## src/sv/chshcw_pkg.sv

```systemverilog
// Shared types and constants of the CHSH correlation witness.
package chshcw_pkg;

  localparam int unsigned PADDR_W    = 5;
  localparam int unsigned PDATA_W    = 32;
  localparam int unsigned IN_DATA_W  = 24;
  localparam int unsigned OUT_DATA_W = 88;

  // Bit positions of the result beat as the core packs it, used by the checker.
  localparam int unsigned OUT_REARM_BIT = 0;
  localparam int unsigned OUT_SHOT_BIT  = 1;
  localparam int unsigned OUT_S_LSB     = 2;
  localparam int unsigned OUT_S_MSB     = 17;
  localparam int unsigned OUT_VIOL_BIT  = 18;

  // Register indexes (paddr[4:2]).
  localparam logic [2:0] REG_SHOTS_PER_PAIR = 3'd0;
  localparam logic [2:0] REG_SETTLE_US      = 3'd1;
  localparam logic [2:0] REG_ANGLE_A        = 3'd2;
  localparam logic [2:0] REG_ANGLE_A_PRIME  = 3'd3;
  localparam logic [2:0] REG_ANGLE_B        = 3'd4;
  localparam logic [2:0] REG_ANGLE_B_PRIME  = 3'd5;

  localparam logic [15:0] RST_SHOTS_PER_PAIR = 16'd64;
  localparam logic [31:0] RST_SETTLE_US      = 32'd1000000;
  localparam logic [15:0] RST_ANGLE_A        = 16'd0;
  localparam logic [15:0] RST_ANGLE_A_PRIME  = 16'd12868;
  localparam logic [15:0] RST_ANGLE_B        = 16'd6434;
  localparam logic [15:0] RST_ANGLE_B_PRIME  = 16'd19302;

  // Setting pairs: the (a, b') pair enters S with a minus sign.
  localparam logic [1:0] PAIR_AB_PRIME = 2'd1;
  localparam logic [1:0] PAIR_LAST     = 2'd3;

  typedef struct packed {
    logic [15:0] shots_per_pair;
    logic [31:0] settle_us;
    logic [15:0] angle_a;
    logic [15:0] angle_a_prime;
    logic [15:0] angle_b;
    logic [15:0] angle_b_prime;
  } cfg_t;

  typedef struct packed {
    logic        second_bit;
    logic        second_ok;
    logic        first_bit;
    logic        first_ok;
    logic [19:0] delta_us;
  } frame_t;

  typedef struct packed {
    logic        rearm;
    logic        shot_taken;
    logic        report_valid;
    logic        violation;
    logic [15:0] s_estimate;
  } res_t;

  typedef enum logic [3:0] {
    ST_IDLE,
    ST_TIMER,
    ST_CHECK,
    ST_RCHK,
    ST_LOAD,
    ST_CLAMP,
    ST_DSTART,
    ST_DWAIT,
    ST_ACC,
    ST_SAT,
    ST_DONE
  } state_e;

endpackage

```

## src/sv/chshcw_regs.sv

```systemverilog
// Configuration register file of the correlation witness behind an APB-style port.
module chshcw_regs (
  input  logic                         clk_i,
  input  logic                         rst_ni,
  input  logic                         psel,
  input  logic                         penable,
  input  logic                         pwrite,
  input  logic [chshcw_pkg::PADDR_W-1:0] paddr,
  input  logic [chshcw_pkg::PDATA_W-1:0] pwdata,
  output logic [chshcw_pkg::PDATA_W-1:0] prdata,
  output logic                         pready,
  output chshcw_pkg::cfg_t             cfg_o
);
  import chshcw_pkg::*;

  cfg_t       cfg_q, cfg_d;
  logic       wr_en;
  logic [2:0] reg_idx;

  assign pready  = 1'b1;
  assign wr_en   = psel & penable & pwrite & pready;
  assign reg_idx = paddr[PADDR_W-1:2];

  always_comb begin
    cfg_d = cfg_q;
    if (wr_en) begin
      unique case (reg_idx)
        REG_SHOTS_PER_PAIR: cfg_d.shots_per_pair = pwdata[15:0];
        REG_SETTLE_US:      cfg_d.settle_us      = pwdata;
        REG_ANGLE_A:        cfg_d.angle_a        = pwdata[15:0];
        REG_ANGLE_A_PRIME:  cfg_d.angle_a_prime  = pwdata[15:0];
        REG_ANGLE_B:        cfg_d.angle_b        = pwdata[15:0];
        REG_ANGLE_B_PRIME:  cfg_d.angle_b_prime  = pwdata[15:0];
        default: ;
      endcase
    end
  end

  always_comb begin
    unique case (reg_idx)
      REG_SHOTS_PER_PAIR: prdata = {16'd0, cfg_q.shots_per_pair};
      REG_SETTLE_US:      prdata = cfg_q.settle_us;
      REG_ANGLE_A:        prdata = {16'd0, cfg_q.angle_a};
      REG_ANGLE_A_PRIME:  prdata = {16'd0, cfg_q.angle_a_prime};
      REG_ANGLE_B:        prdata = {16'd0, cfg_q.angle_b};
      REG_ANGLE_B_PRIME:  prdata = {16'd0, cfg_q.angle_b_prime};
      default:            prdata = '0;
    endcase
  end

  always_ff @(posedge clk_i or negedge rst_ni) begin
    if (!rst_ni) begin
      cfg_q.shots_per_pair <= RST_SHOTS_PER_PAIR;
      cfg_q.settle_us      <= RST_SETTLE_US;
      cfg_q.angle_a        <= RST_ANGLE_A;
      cfg_q.angle_a_prime  <= RST_ANGLE_A_PRIME;
      cfg_q.angle_b        <= RST_ANGLE_B;
      cfg_q.angle_b_prime  <= RST_ANGLE_B_PRIME;
    end else begin
      cfg_q <= cfg_d;
    end
  end

  assign cfg_o = cfg_q;

endmodule

```

## src/sv/chshcw_serdiv.sv

```systemverilog
// Radix-2 serial divider giving round(dividend * 2^FRAC_BITS / divisor), one bit a cycle.
module chshcw_serdiv #(
  parameter int unsigned COUNT_WIDTH = 32,
  parameter int unsigned FRAC_BITS   = 12
) (
  input  logic                   clk_i,
  input  logic                   rst_ni,
  input  logic                   start_i,
  input  logic [COUNT_WIDTH-1:0] dividend_i,
  input  logic [COUNT_WIDTH-1:0] divisor_i,
  output logic                   done_o,
  output logic [FRAC_BITS:0]     quot_o
);
  // The dividend never exceeds the divisor, so the integer part is one bit and
  // FRAC_BITS+1 fraction bits follow; the last one decides the rounding.
  localparam int unsigned QW    = FRAC_BITS + 1;
  localparam int unsigned StepW = $clog2(FRAC_BITS + 2);

  logic [COUNT_WIDTH-1:0] rem_q, rem_d, dvs_q, dvs_d;
  logic [QW:0]            qs_q, qs_d;
  logic [StepW-1:0]       step_q, step_d;
  logic                   busy_q, busy_d, done_q, done_d;
  logic [COUNT_WIDTH:0]   rem_sh, rem_sub;
  logic [QW:0]            q_round;
  logic                   ge_start;

  assign rem_sh   = {rem_q, 1'b0};
  assign rem_sub  = rem_sh - {1'b0, dvs_q};
  assign ge_start = dividend_i >= divisor_i;

  always_comb begin
    rem_d  = rem_q;
    dvs_d  = dvs_q;
    qs_d   = qs_q;
    step_d = step_q;
    busy_d = busy_q;
    done_d = 1'b0;
    if (start_i) begin
      dvs_d  = divisor_i;
      rem_d  = ge_start ? (dividend_i - divisor_i) : dividend_i;
      qs_d   = {QW'(0), ge_start};
      step_d = StepW'(FRAC_BITS + 1);
      busy_d = 1'b1;
    end else if (busy_q) begin
      if (rem_sh >= {1'b0, dvs_q}) begin
        rem_d = rem_sub[COUNT_WIDTH-1:0];
        qs_d  = {qs_q[QW-1:0], 1'b1};
      end else begin
        rem_d = rem_sh[COUNT_WIDTH-1:0];
        qs_d  = {qs_q[QW-1:0], 1'b0};
      end
      step_d = step_q - 1'b1;
      if (step_q == StepW'(1)) begin
        busy_d = 1'b0;
        done_d = 1'b1;
      end
    end
  end

  always_ff @(posedge clk_i or negedge rst_ni) begin
    if (!rst_ni) begin
      step_q <= '0;
      busy_q <= 1'b0;
      done_q <= 1'b0;
    end else begin
      step_q <= step_d;
      busy_q <= busy_d;
      done_q <= done_d;
    end
  end

  always_ff @(posedge clk_i) begin
    rem_q <= rem_d;
    dvs_q <= dvs_d;
    qs_q  <= qs_d;
  end

  // Half-up rounding on the extra bit gives ties away from zero on the magnitude.
  assign q_round = qs_q + 1'b1;
  assign quot_o  = q_round[QW:1];
  assign done_o  = done_q;

endmodule

```

## src/sv/chsh_correlation_witness.sv

```systemverilog
// Top level of the CHSH correlation witness: event sequencer, pair statistics and report.
//
// Channel   Dir  Handshake                 Payload
// s_axis    in   s_axis_tvalid/tready      tuser: kind; tdata: frame fields
// m_axis    out  m_axis_tvalid/tready      tuser: report_valid; tdata: result fields
// apb       in   psel/penable (pready=1)   six configuration registers at 4*index
//
// One input beat is worked on at a time. A start event or the first frame goes from
// the accept straight to the step that loads the result register; a settling frame
// first passes the timer and check steps, and a recorded shot also the report check.
// A shot that closes a report adds four passes of the load, clamp and serial divider
// steps, one per setting pair, and then a saturation step; the divider yields one
// quotient bit a cycle.
// The result register lets the next input beat be taken while a result waits; a
// stalled result holds the core in its last step until the register frees up.
// Reset clears all statistics, the timer and the registers to their defaults.
module chsh_correlation_witness #(
  parameter int unsigned S_FRAC_BITS = 12,
  parameter int unsigned COUNT_WIDTH = 32
) (
  input  logic                              clk_i,
  input  logic                              rst_ni,
  // APB-style configuration port
  input  logic                              psel,
  input  logic                              penable,
  input  logic                              pwrite,
  input  logic [chshcw_pkg::PADDR_W-1:0]    paddr,
  input  logic [chshcw_pkg::PDATA_W-1:0]    pwdata,
  output logic [chshcw_pkg::PDATA_W-1:0]    prdata,
  output logic                              pready,
  // Input stream
  input  logic                              s_axis_tvalid_i,
  output logic                              s_axis_tready_o,
  // From bit 0: delta_us[19:0], first_ok, first_bit, second_ok, second_bit
  input  logic [chshcw_pkg::IN_DATA_W-1:0]  s_axis_tdata_i,
  // Bit 0: kind (0 start event, 1 frame update)
  input  logic [0:0]                        s_axis_tuser_i,
  // Result stream
  output logic                              m_axis_tvalid_o,
  input  logic                              m_axis_tready_i,
  // From bit 0: rearm, shot_taken, s_estimate[15:0], violation, shots_total[31:0],
  // next_angle_first[15:0], next_angle_second[15:0], five zero bits
  output logic [chshcw_pkg::OUT_DATA_W-1:0] m_axis_tdata_o,
  // Bit 0: report_valid
  output logic [0:0]                        m_axis_tuser_o
);
  import chshcw_pkg::*;

  localparam int unsigned CW = COUNT_WIDTH;
  // The sum of four terms of at most 2^S_FRAC_BITS each, wide enough to compare
  // against the 16-bit saturation limits.
  localparam int unsigned SW = (S_FRAC_BITS + 4 > 17) ? (S_FRAC_BITS + 4) : 17;
  localparam logic signed [SW-1:0] LIM_POS = SW'(2) << S_FRAC_BITS;
  localparam logic signed [SW-1:0] LIM_NEG = -LIM_POS;
  localparam logic signed [SW-1:0] SAT_MAX = SW'(32767);
  localparam logic signed [SW-1:0] SAT_MIN = -SW'(32768);

  cfg_t cfg;

  chshcw_regs u_regs (
    .clk_i   (clk_i),
    .rst_ni  (rst_ni),
    .psel    (psel),
    .penable (penable),
    .pwrite  (pwrite),
    .paddr   (paddr),
    .pwdata  (pwdata),
    .prdata  (prdata),
    .pready  (pready),
    .cfg_o   (cfg)
  );

  state_e state_q, state_d;

  logic                 running_q, running_d;
  logic                 vsent_q, vsent_d;
  logic [1:0]           cur_q, cur_d;
  logic [CW-1:0]        total_q, total_d;
  logic [CW-1:0]        rpt_q, rpt_d;
  logic [31:0]          timer_q, timer_d;
  logic [CW-1:0]        sums_q [4];
  logic [CW-1:0]        sums_d [4];
  logic [CW-1:0]        cnts_q [4];
  logic [CW-1:0]        cnts_d [4];
  frame_t               frm_q, frm_d;
  res_t                 res_q, res_d;
  logic [1:0]           idx_q, idx_d;
  logic                 neg_q, neg_d;
  logic [CW-1:0]        mag_q, mag_d;
  logic signed [SW-1:0] acc_q, acc_d;

  logic                  out_valid_q, out_valid_d;
  logic [OUT_DATA_W-1:0] out_data_q, out_data_d;
  logic                  out_user_q, out_user_d;

  logic                 in_fire, out_free, settled, do_report, div_start, div_done;
  logic [15:0]          eff_shots;
  logic [CW-1:0]        quad_shots, sum_sel, cnt_sel, step_val;
  logic [32:0]          timer_sum;
  logic [S_FRAC_BITS:0] div_quot;
  logic [15:0]          s_sat, ang_first, ang_second;

  chshcw_serdiv #(
    .COUNT_WIDTH (CW),
    .FRAC_BITS   (S_FRAC_BITS)
  ) u_div (
    .clk_i      (clk_i),
    .rst_ni     (rst_ni),
    .start_i    (div_start),
    .dividend_i (mag_q),
    .divisor_i  (cnt_sel),
    .done_o     (div_done),
    .quot_o     (div_quot)
  );

  assign s_axis_tready_o = (state_q == ST_IDLE);
  assign in_fire         = s_axis_tvalid_i & s_axis_tready_o;
  assign out_free        = !out_valid_q || m_axis_tready_i;

  // A zero shot count behaves as one shot per pair.
  assign eff_shots  = (cfg.shots_per_pair == 16'd0) ? 16'd1 : cfg.shots_per_pair;
  assign quad_shots = CW'({eff_shots, 2'b00});

  assign timer_sum = {1'b0, timer_q} + 33'(frm_q.delta_us);
  assign settled   = (timer_q >= cfg.settle_us) && frm_q.first_ok;
  assign step_val  = (frm_q.first_bit ^ frm_q.second_bit) ? {CW{1'b1}} : CW'(1);
  assign do_report = (total_q >= rpt_q) && (cnts_q[0] != '0) && (cnts_q[1] != '0)
                     && (cnts_q[2] != '0) && (cnts_q[3] != '0);

  assign sum_sel = sums_q[idx_q];
  assign cnt_sel = cnts_q[idx_q];

  always_comb begin
    if (acc_q > SAT_MAX) begin
      s_sat = 16'h7fff;
    end else if (acc_q < SAT_MIN) begin
      s_sat = 16'h8000;
    end else begin
      s_sat = acc_q[15:0];
    end
  end

  // Pair 0 = (a,b), 1 = (a,b'), 2 = (a',b), 3 = (a',b').
  assign ang_first  = cur_q[1] ? cfg.angle_a_prime : cfg.angle_a;
  assign ang_second = cur_q[0] ? cfg.angle_b_prime : cfg.angle_b;

  // Next state.
  always_comb begin
    state_d = state_q;
    unique case (state_q)
      ST_IDLE: begin
        if (in_fire) begin
          if (!s_axis_tuser_i[0] || !running_q) begin
            state_d = ST_DONE;
          end else begin
            state_d = ST_TIMER;
          end
        end
      end
      ST_TIMER:  state_d = ST_CHECK;
      ST_CHECK:  state_d = (settled && frm_q.second_ok) ? ST_RCHK : ST_DONE;
      ST_RCHK:   state_d = do_report ? ST_LOAD : ST_DONE;
      ST_LOAD:   state_d = ST_CLAMP;
      ST_CLAMP:  state_d = ST_DSTART;
      ST_DSTART: state_d = ST_DWAIT;
      ST_DWAIT:  state_d = div_done ? ST_ACC : ST_DWAIT;
      ST_ACC:    state_d = (idx_q == PAIR_LAST) ? ST_SAT : ST_LOAD;
      ST_SAT:    state_d = ST_DONE;
      ST_DONE:   state_d = out_free ? ST_IDLE : ST_DONE;
      default:   state_d = ST_IDLE;
    endcase
  end

  // Datapath and outputs.
  always_comb begin
    running_d   = running_q;
    vsent_d     = vsent_q;
    cur_d       = cur_q;
    total_d     = total_q;
    rpt_d       = rpt_q;
    timer_d     = timer_q;
    sums_d      = sums_q;
    cnts_d      = cnts_q;
    frm_d       = frm_q;
    res_d       = res_q;
    idx_d       = idx_q;
    neg_d       = neg_q;
    mag_d       = mag_q;
    acc_d       = acc_q;
    out_data_d  = out_data_q;
    out_user_d  = out_user_q;
    out_valid_d = out_valid_q;
    div_start   = 1'b0;

    if (m_axis_tready_i) begin
      out_valid_d = 1'b0;
    end

    unique case (state_q)
      ST_IDLE: begin
        if (in_fire) begin
          frm_d = frame_t'(s_axis_tdata_i);
          res_d = '0;
          if (!s_axis_tuser_i[0]) begin
            // Start event: all statistics go back to zero, registers stay.
            running_d = 1'b0;
            vsent_d   = 1'b0;
            cur_d     = '0;
            total_d   = '0;
            rpt_d     = '0;
            timer_d   = '0;
            for (int i = 0; i < 4; i++) begin
              sums_d[i] = '0;
              cnts_d[i] = '0;
            end
          end else if (!running_q) begin
            // First frame arms the run; its elapsed time is not counted.
            running_d   = 1'b1;
            rpt_d       = quad_shots;
            timer_d     = '0;
            res_d.rearm = 1'b1;
          end
        end
      end
      ST_TIMER: begin
        timer_d = timer_sum[32] ? 32'hffff_ffff : timer_sum[31:0];
      end
      ST_CHECK: begin
        // Without a first-qubit outcome nothing happens and the timer keeps running.
        if (settled) begin
          res_d.rearm = 1'b1;
          timer_d     = '0;
          if (frm_q.second_ok) begin
            for (int i = 0; i < 4; i++) begin
              if (cur_q == 2'(i)) begin
                sums_d[i] = sums_q[i] + step_val;
                cnts_d[i] = cnts_q[i] + CW'(1);
              end
            end
            cur_d            = cur_q + 2'd1;
            total_d          = total_q + CW'(1);
            res_d.shot_taken = 1'b1;
          end
        end
      end
      ST_RCHK: begin
        idx_d = '0;
        acc_d = '0;
      end
      ST_LOAD: begin
        neg_d = sum_sel[CW-1];
        mag_d = sum_sel[CW-1] ? (CW'(0) - sum_sel) : sum_sel;
      end
      ST_CLAMP: begin
        // A sum larger than its count can only follow a counter wrap.
        if (mag_q > cnt_sel) begin
          mag_d = cnt_sel;
        end
      end
      ST_DSTART: div_start = 1'b1;
      ST_DWAIT: ;
      ST_ACC: begin
        if (neg_q ^ (idx_q == PAIR_AB_PRIME)) begin
          acc_d = acc_q - SW'(div_quot);
        end else begin
          acc_d = acc_q + SW'(div_quot);
        end
        idx_d = idx_q + 2'd1;
      end
      ST_SAT: begin
        res_d.report_valid = 1'b1;
        res_d.s_estimate   = s_sat;
        if (!vsent_q && ((acc_q > LIM_POS) || (acc_q < LIM_NEG))) begin
          vsent_d         = 1'b1;
          res_d.violation = 1'b1;
        end
        rpt_d = total_q + quad_shots;
      end
      ST_DONE: begin
        if (out_free) begin
          out_valid_d = 1'b1;
          out_user_d  = res_q.report_valid;
          out_data_d  = {5'd0, ang_second, ang_first, 32'(total_q), res_q.violation,
                         res_q.s_estimate, res_q.shot_taken, res_q.rearm};
        end
      end
      default: ;
    endcase
  end

  always_ff @(posedge clk_i or negedge rst_ni) begin
    if (!rst_ni) begin
      state_q     <= ST_IDLE;
      running_q   <= 1'b0;
      vsent_q     <= 1'b0;
      cur_q       <= '0;
      total_q     <= '0;
      rpt_q       <= '0;
      timer_q     <= '0;
      out_valid_q <= 1'b0;
      for (int i = 0; i < 4; i++) begin
        sums_q[i] <= '0;
        cnts_q[i] <= '0;
      end
    end else begin
      state_q     <= state_d;
      running_q   <= running_d;
      vsent_q     <= vsent_d;
      cur_q       <= cur_d;
      total_q     <= total_d;
      rpt_q       <= rpt_d;
      timer_q     <= timer_d;
      out_valid_q <= out_valid_d;
      for (int i = 0; i < 4; i++) begin
        sums_q[i] <= sums_d[i];
        cnts_q[i] <= cnts_d[i];
      end
    end
  end

  always_ff @(posedge clk_i) begin
    frm_q      <= frm_d;
    res_q      <= res_d;
    idx_q      <= idx_d;
    neg_q      <= neg_d;
    mag_q      <= mag_d;
    acc_q      <= acc_d;
    out_data_q <= out_data_d;
    out_user_q <= out_user_d;
  end

  assign m_axis_tvalid_o   = out_valid_q;
  assign m_axis_tdata_o    = out_data_q;
  assign m_axis_tuser_o[0] = out_user_q;

endmodule

```

## config.mk

```make
export PLATFORM = sky130hd
export DESIGN_NAME = chsh_correlation_witness
export DESIGN_NICKNAME = d
export VERILOG_FILES = /design/src/sv/chshcw_pkg.sv /design/src/sv/chshcw_regs.sv /design/src/sv/chshcw_serdiv.sv /design/src/sv/chsh_correlation_witness.sv
export SDC_FILE = /design/constraint.sdc
export NUM_CORES = 2
export LEC_CHECK = 0
export BUFFER_PORTS_ARGS = -buffer_cell sky130_fd_sc_hd__buf_2
export CAP_MARGIN = 0
export CORE_ASPECT_RATIO = 1.2
export CORE_UTILIZATION = 35
export CTS_BUF_LIST = sky130_fd_sc_hd__clkbuf_8
export DETAILED_ROUTE_END_ITERATION = 10
export GPL_TIMING_DRIVEN = 0
export PLACE_DENSITY_LB_ADDON = 0.08
export SETUP_SLACK_MARGIN = 0.02
export SLEW_MARGIN = 0
export SYNTH_ARGS = -nofsm -noshare
export SYNTH_HDL_FRONTEND = slang
export SYNTH_SLANG_ARGS = --single-unit
```

## constraint.sdc

```tcl
create_clock -name clk_i -period 7.1 [get_ports clk_i]
set_clock_uncertainty 0.05 [all_clocks]
set_input_delay 1.42 -clock clk_i [delete_from_list [all_inputs] [get_ports clk_i]]
set_output_delay 1.42 -clock clk_i [all_outputs]
set_load 0.01 [all_outputs]
```

## Word-level counts from Yosys, hierarchy flattened

Index checks and enable logic that the tools add are counted.

- Bits of input ports: 69
- Output and inout port bits: 124
- Word-level logic and storage cells: 256
- Flip-flop bits (word level): 737

- Bitwise logic cells: 6
- Equality and inequality tests: 32
- Multiplexer cells: 94
- Add/subtract/negate cells: 20
- Reduce and logical (&&, ||, !) cells: 49
- Order comparisons: 10

Operators with widths:

| kind | number |
|---|---|
| 32-bit two-way mux | 31 |
| 128-bit two-way mux | 6 |
| 128-bit case mux with 2 select lines | 2 |
| 32-bit case mux with 2 select lines | 3 |
| 32-bit case mux with 6 select lines | 1 |
| 32-bit by 1-bit adder with 32-bit output (second input constant) | 5 |
| 32-bit adder | 4 |
| 32-bit binary-select mux with 2-bit select | 2 |
| 32-bit nonzero test | 4 |
| 32-bit greater-or-equal comparator | 3 |
| 32-bit case mux with 3 select lines | 1 |
| 16-bit two-way mux | 5 |
| 32-bit subtractor | 2 |
| 4-bit case mux with 11 select lines | 1 |
| 4-bit two-way mux | 9 |
| 18-bit case mux with 2 select lines | 1 |
| 17-bit case mux with 2 select lines | 1 |
| 32-bit by 20-bit adder with 33-bit output | 1 |
| 33-bit by 32-bit greater-or-equal comparator with 1-bit output | 1 |
| 32-bit by 18-bit adder with 32-bit output | 1 |
| 32-bit > comparator | 1 |
| 1-bit by 32-bit subtractor with 32-bit output (first input constant) | 1 |
| 6-bit AND reduction | 4 |
| 1-bit two-way mux | 20 |
| other kinds (43) | 101 |

## Depth between registers and ports, before layout

- Depth after elaboration: 7
- Gate-level depth with buffers: 21

## By module

Synthesis repeated with hierarchy kept, for this count alone.

- Cell total of the unflattened synthesis: 4921
- Area, all modules: 48360.1 µm²

By module, submodules not included:

| module | cells each | seq. area each (µm²) | instances | area each (µm²) |
|---|---|---|---|---|
| chsh_correlation_witness | 3692 | 14438.8 | 1 | 35739.3 |
| chshcw_serdiv | 858 | 2362.3 | 1 | 7360.8 |
| chshcw_regs | 371 | 2835.2 | 1 | 5260.0 |

## Least setup slack after synthesis

No wires, ideal clock.

- Path kind: input-to-reg
- From: input port m_axis_tready_i
- To: register out_data_q[0] (netlist: m_axis_tdata_o[0]) (enable)
- Setup slack: -0.736 ns
- Buffers on the path: 0
- Arrival: 7.156 ns
- Stages: 2
- Cells stage by stage: nor2b_1 -> nor3_1

- Word-level cells in the longest chain between the ends: 2

RTL lines:

| item | line | source |
|---|---|---|
| start, declared | chsh_correlation_witness.sv:40 | `input logic m_axis_tready_i,` |
| 1-bit logical OR | chsh_correlation_witness.sv:118 | `assign out_free = !out_valid_q \|\| m_axis_tready_i;` |
| 2-bit AND reduction (no source line) | -- |  |
| end signal, assigned | chsh_correlation_witness.sv:328 | `out_data_q <= out_data_d;` |
| end, declared | chsh_correlation_witness.sv:93 | `logic [OUT_DATA_W-1:0] out_data_q, out_data_d;` |

Every way passes these cells.
A chain may end at the register's enable or synchronous reset.

## Worst setup path in the final report

- From: register idx_q[1]
- To: register u_div.rem_q[5], data pin

- Word-level cells in the longest chain between the ends: 7
- Elaborated cells between the ends (all ways): 8
- Classes of those cells: add/sub (1); order compare (1); mux (5); bitwise (1)

RTL lines:

| item | line | source |
|---|---|---|
| start, declared | chsh_correlation_witness.sv:87 | `logic [1:0] idx_q, idx_d;` |
| start signal, assigned | chsh_correlation_witness.sv:324 | `idx_q <= idx_d;` |
| 2-bit inverter with 3-bit output (implied by the code) | chsh_correlation_witness.sv:131 | `assign cnt_sel = cnts_q[idx_q];` |
| 32-bit binary-select mux with 2-bit select | chsh_correlation_witness.sv:131 |  |
| 32-bit two-way mux (implied by the code) (2 in series) | chsh_correlation_witness.sv:131 |  |
| net cnt_sel[11] | chsh_correlation_witness.sv:98 | `logic [CW-1:0] quad_shots, sum_sel, cnt_sel, step_val;` |
| 32-bit greater-or-equal comparator | chshcw_serdiv.sv:29 | `assign ge_start = dividend_i >= divisor_i;` |
| 32-bit two-way mux | chshcw_serdiv.sv:40 | `rem_d = ge_start ? (dividend_i - divisor_i) : dividend_i;` |
| 32-bit two-way mux | chshcw_serdiv.sv:38 | `if (start_i) begin` |
| net u_div.rem_d[5] | chshcw_serdiv.sv:19 | `logic [COUNT_WIDTH-1:0] rem_q, rem_d, dvs_q, dvs_d;` |
| end signal, assigned | chshcw_serdiv.sv:73 | `rem_q <= rem_d;` |
| end, declared | chshcw_serdiv.sv:19 |  |

The timed path passes the listed nets, and every way through them passes these cells. The select of a mux whose other input is x is not followed.

==> results.txt <==
routed vias/inst: 5.42
GRT overflow: 0
RSZ-0062 raised after global routing: no
Int Pwr: 12.5 mW
drt pass-1 iters: 8
wire length per cell: 22.8 microns
Startpoint Class: flip-flop
largest net degree at the start of global routing: 99
maximum clock insertion buffer count: 3
Post-synth EDFFs: 245
Synth Flop Type: dfrtp_1
hold crit path type: reg2reg
post-route ant nets: 0
Psw: 9.69 mW
row count: 147
GR Util All Layers: 0.237
I/O pin cnt: 193
CTS Sinks: 737
Fin. Hold Viols: 0
status: finished clean
crit end category: flip-flop
Starting Density: 0.353
syn_area_per_cell: 9.63 sq um
Clock Pin Slew Worst Setup and Hold Paths: 0.07 ns
Chip Height: 405 microns
layout cells sized above 1: 0.122
crit path max fanout: 19
power per cell area: 412 mW/mm^2
Crit Path Class: reg2reg
core box area: 0.134 sq mm
combinational group share of total power: 0.499
Setup Viol. Count Final: 0
fin util: 0.401
clock buffer count from CTS: 138
DRC: 0
die width: 338 microns
number of global-route vias before repair: 38,100
final worst path period share: 0.948
cell leakage power: 23.4 nW
Fmax: 149 MHz
Final nets: 5,662
worst hold margin: 0.367 ns
Commonest cells post-synth: nand2_1, dfrtp_1, nor2_1
GP Congestion: 0.938
root buf cell: clkbuf_8
initial antenna violation count: 7
WL final: 163,000 microns
DP Wirelength: 125,000 microns
CTS tree: built
clock network fraction of design power: 0.195
Iteration-0 DRC Markers: 2,266
Slew headroom: 0.0969
main area contributors after synthesis: dfrtp_1, edfxtp_1, ha_1
count leader, synth: nand2_1
area leader, netlist: dfrtp_1
Critical Path RT: 7.67 ns
Switching Fraction: 0.437
Max Cap Viol: 0
crit-path cells: buf_2 -> buf_2 -> buf_4 -> clkbuf_1 -> mux4_2 -> inv_1 -> ha_1 -> a21oi_1 -> o21ai_0 -> o311ai_0 -> a21boi_0 -> o31a_1 -> o21ai_1 -> a31oi_2 -> clkbuf_2 -> o21ai_0 -> a21oi_1
sequential share of power: 0.305
H-tree levels: 4
share of the synthesized area in the top cell type: 0.239
crit path time final: 6.73 ns
Cell variety after synth: 91
Post-Syn Area: 0.0474 sq mm
via count: 38,800
WP buf/inv: 6
Slew Limit Fails: 0
Area Overhead vs Synth: 13.6%
ys async rst share: 0.650
critical path's slowest cell: edfxtp_1
full die area: 0.137 sq mm
Peak VDD IR: 0.211 mV
port bufs: 181
Worst EP arrival: 7.30 ns
synth warn: 0
first-pass GRT wire length: 244,000 microns
Slew @ Worst Pin: 1.34 ns
sequential area share after synthesis: 0.414
synthesized netlist cell count: 4,922
slowest cell delay on critical path: 0.69 ns
r2r setup slk: 0.37 ns
clk_lat worst skew: 0.89 ns
#FFs+latches synth: 737
Crit path max-delay family: compound AO/OA/AOI/OAI gates
hold_buf cts: 0
Design Power: 22.2 mW
[sequential cells by signal, indices dropped and copies added, names as in the netlist, 24 cells and up]
name / count
cnts_q: 128
sums_q: 128
u_regs.cfg_o: 112
m_axis_tdata_o: 83
mag_q: 32
rpt_q: 32
timer_q: 32
total_q: 32
u_div.dvs_q: 32
u_div.rem_q: 32
frm_q: 24
[logic make-up (layout without fill, tap and decap cells)]
family,count (synthesis),in the layout,synth area share
AND/OR/NAND/NOR,1549,1549,0.155
adder cells (fa/ha/maj),329,329,0.0883
flip-flops,737,737,0.414
buffers and inverters,462,909,0.0377
AO/OA/AOI/OAI,1268,1268,0.172
XOR/XNOR,371,371,0.0686
other,2,12,0.000158
multiplexers,204,204,0.0635
[per-layer routing]
layer	part of all wire	vias to the layer above	track usage
met5	0.000080	-	0
met4	0.048	2	0.116
met3	0.036	267	0.0294
met2	0.49	862	0.405
met1	0.43	19000	0.295
li1	-	18700	-
[placed cells by master (no fill, tap or decap), types with 20 or more instances in the layout]
cell        n
o21ai_0   322
mux2i_1    26
xor2_1    180
inv_1     301
o31a_1     20
and3_1     61
dfstp_2    26
mux2_2    115
or3_1      55
o211ai_1   28
o21a_1     56
and4_1     21
nand3_1   131
buf_2     197
o31ai_1    86
a31oi_1    52
a21o_1    137
a211oi_1   51
nand4_1    78
a21oi_1   277
dfrtp_1   453
nor2b_1    50
o41ai_1    20
edfxtp_1  245
nand2b_1   41
nor3_1    101
a22oi_1    55
xnor2_1   191
nor2_1    423
ha_1      320
clkbuf_1  166
nand2_1   457
mux4_2     54
clkbuf_8  166
nor4_1     55
[final timing paths]
path	startpoint	endpoint	depth (start not counted)
max	idx_q[1]	u_div.rem_q[5]	17
min	res_q[10]	m_axis_tdata_o[12]	0
max reg2reg	idx_q[1]	u_div.rem_q[5]	17
min reg2reg	res_q[10]	m_axis_tdata_o[12]	0
max in group asynchronous	rst_ni	sums_q[76]	4
min in group asynchronous	rst_ni	rpt_q[26]	1
[per-stage QoR]
step           std cells  cell area [sq um]  setup WS, ns  setup TNS (ns)
2_1_floorplan       4926              47400         0.229               0
3_3_place_gp        6895              50600         -6.82        -3505.95
3_5_place_dp        6911              51000        -0.922          -31.00
4_1_cts             7158              53800        0.0470               0
5_1_grt             7165              53800         0.105               0
6_report            7167              53800         0.371               0
[final cells by class]
type	count	area [sq um]
Antenna cell	6	15.0
Buffer	207	843
Clock buffer	166	2280
Clock inverter	83	520
Fill cell	13500	80300
Inverter	253	950
Multi-Input combinational cell	3727	26000
Sequential cell	737	19600
Tap cell	1788	2240
Timing Repair Buffer	200	1310
[power groups by stage]
stage | registers, mW | clock network, mW | logic, mW
after floorplan | 6.40 | 0 | 8.08
after global placement | 6.88 | 0 | 10.8
after detailed placement | 6.85 | 0 | 11.0
after CTS | 6.78 | 4.46 | 11.0
after global routing | 6.89 | 4.62 | 12.3
final | 6.77 | 4.33 | 11.1
[timing repair]
item | 4_1_cts | 5_1_grt
gates resized for setup | 4 | 6
setup endpoints to repair | 67 | 33
setup buffers | 0 | 3
pin swaps | 0 | 0
Power figures use the tool's default switching activity.
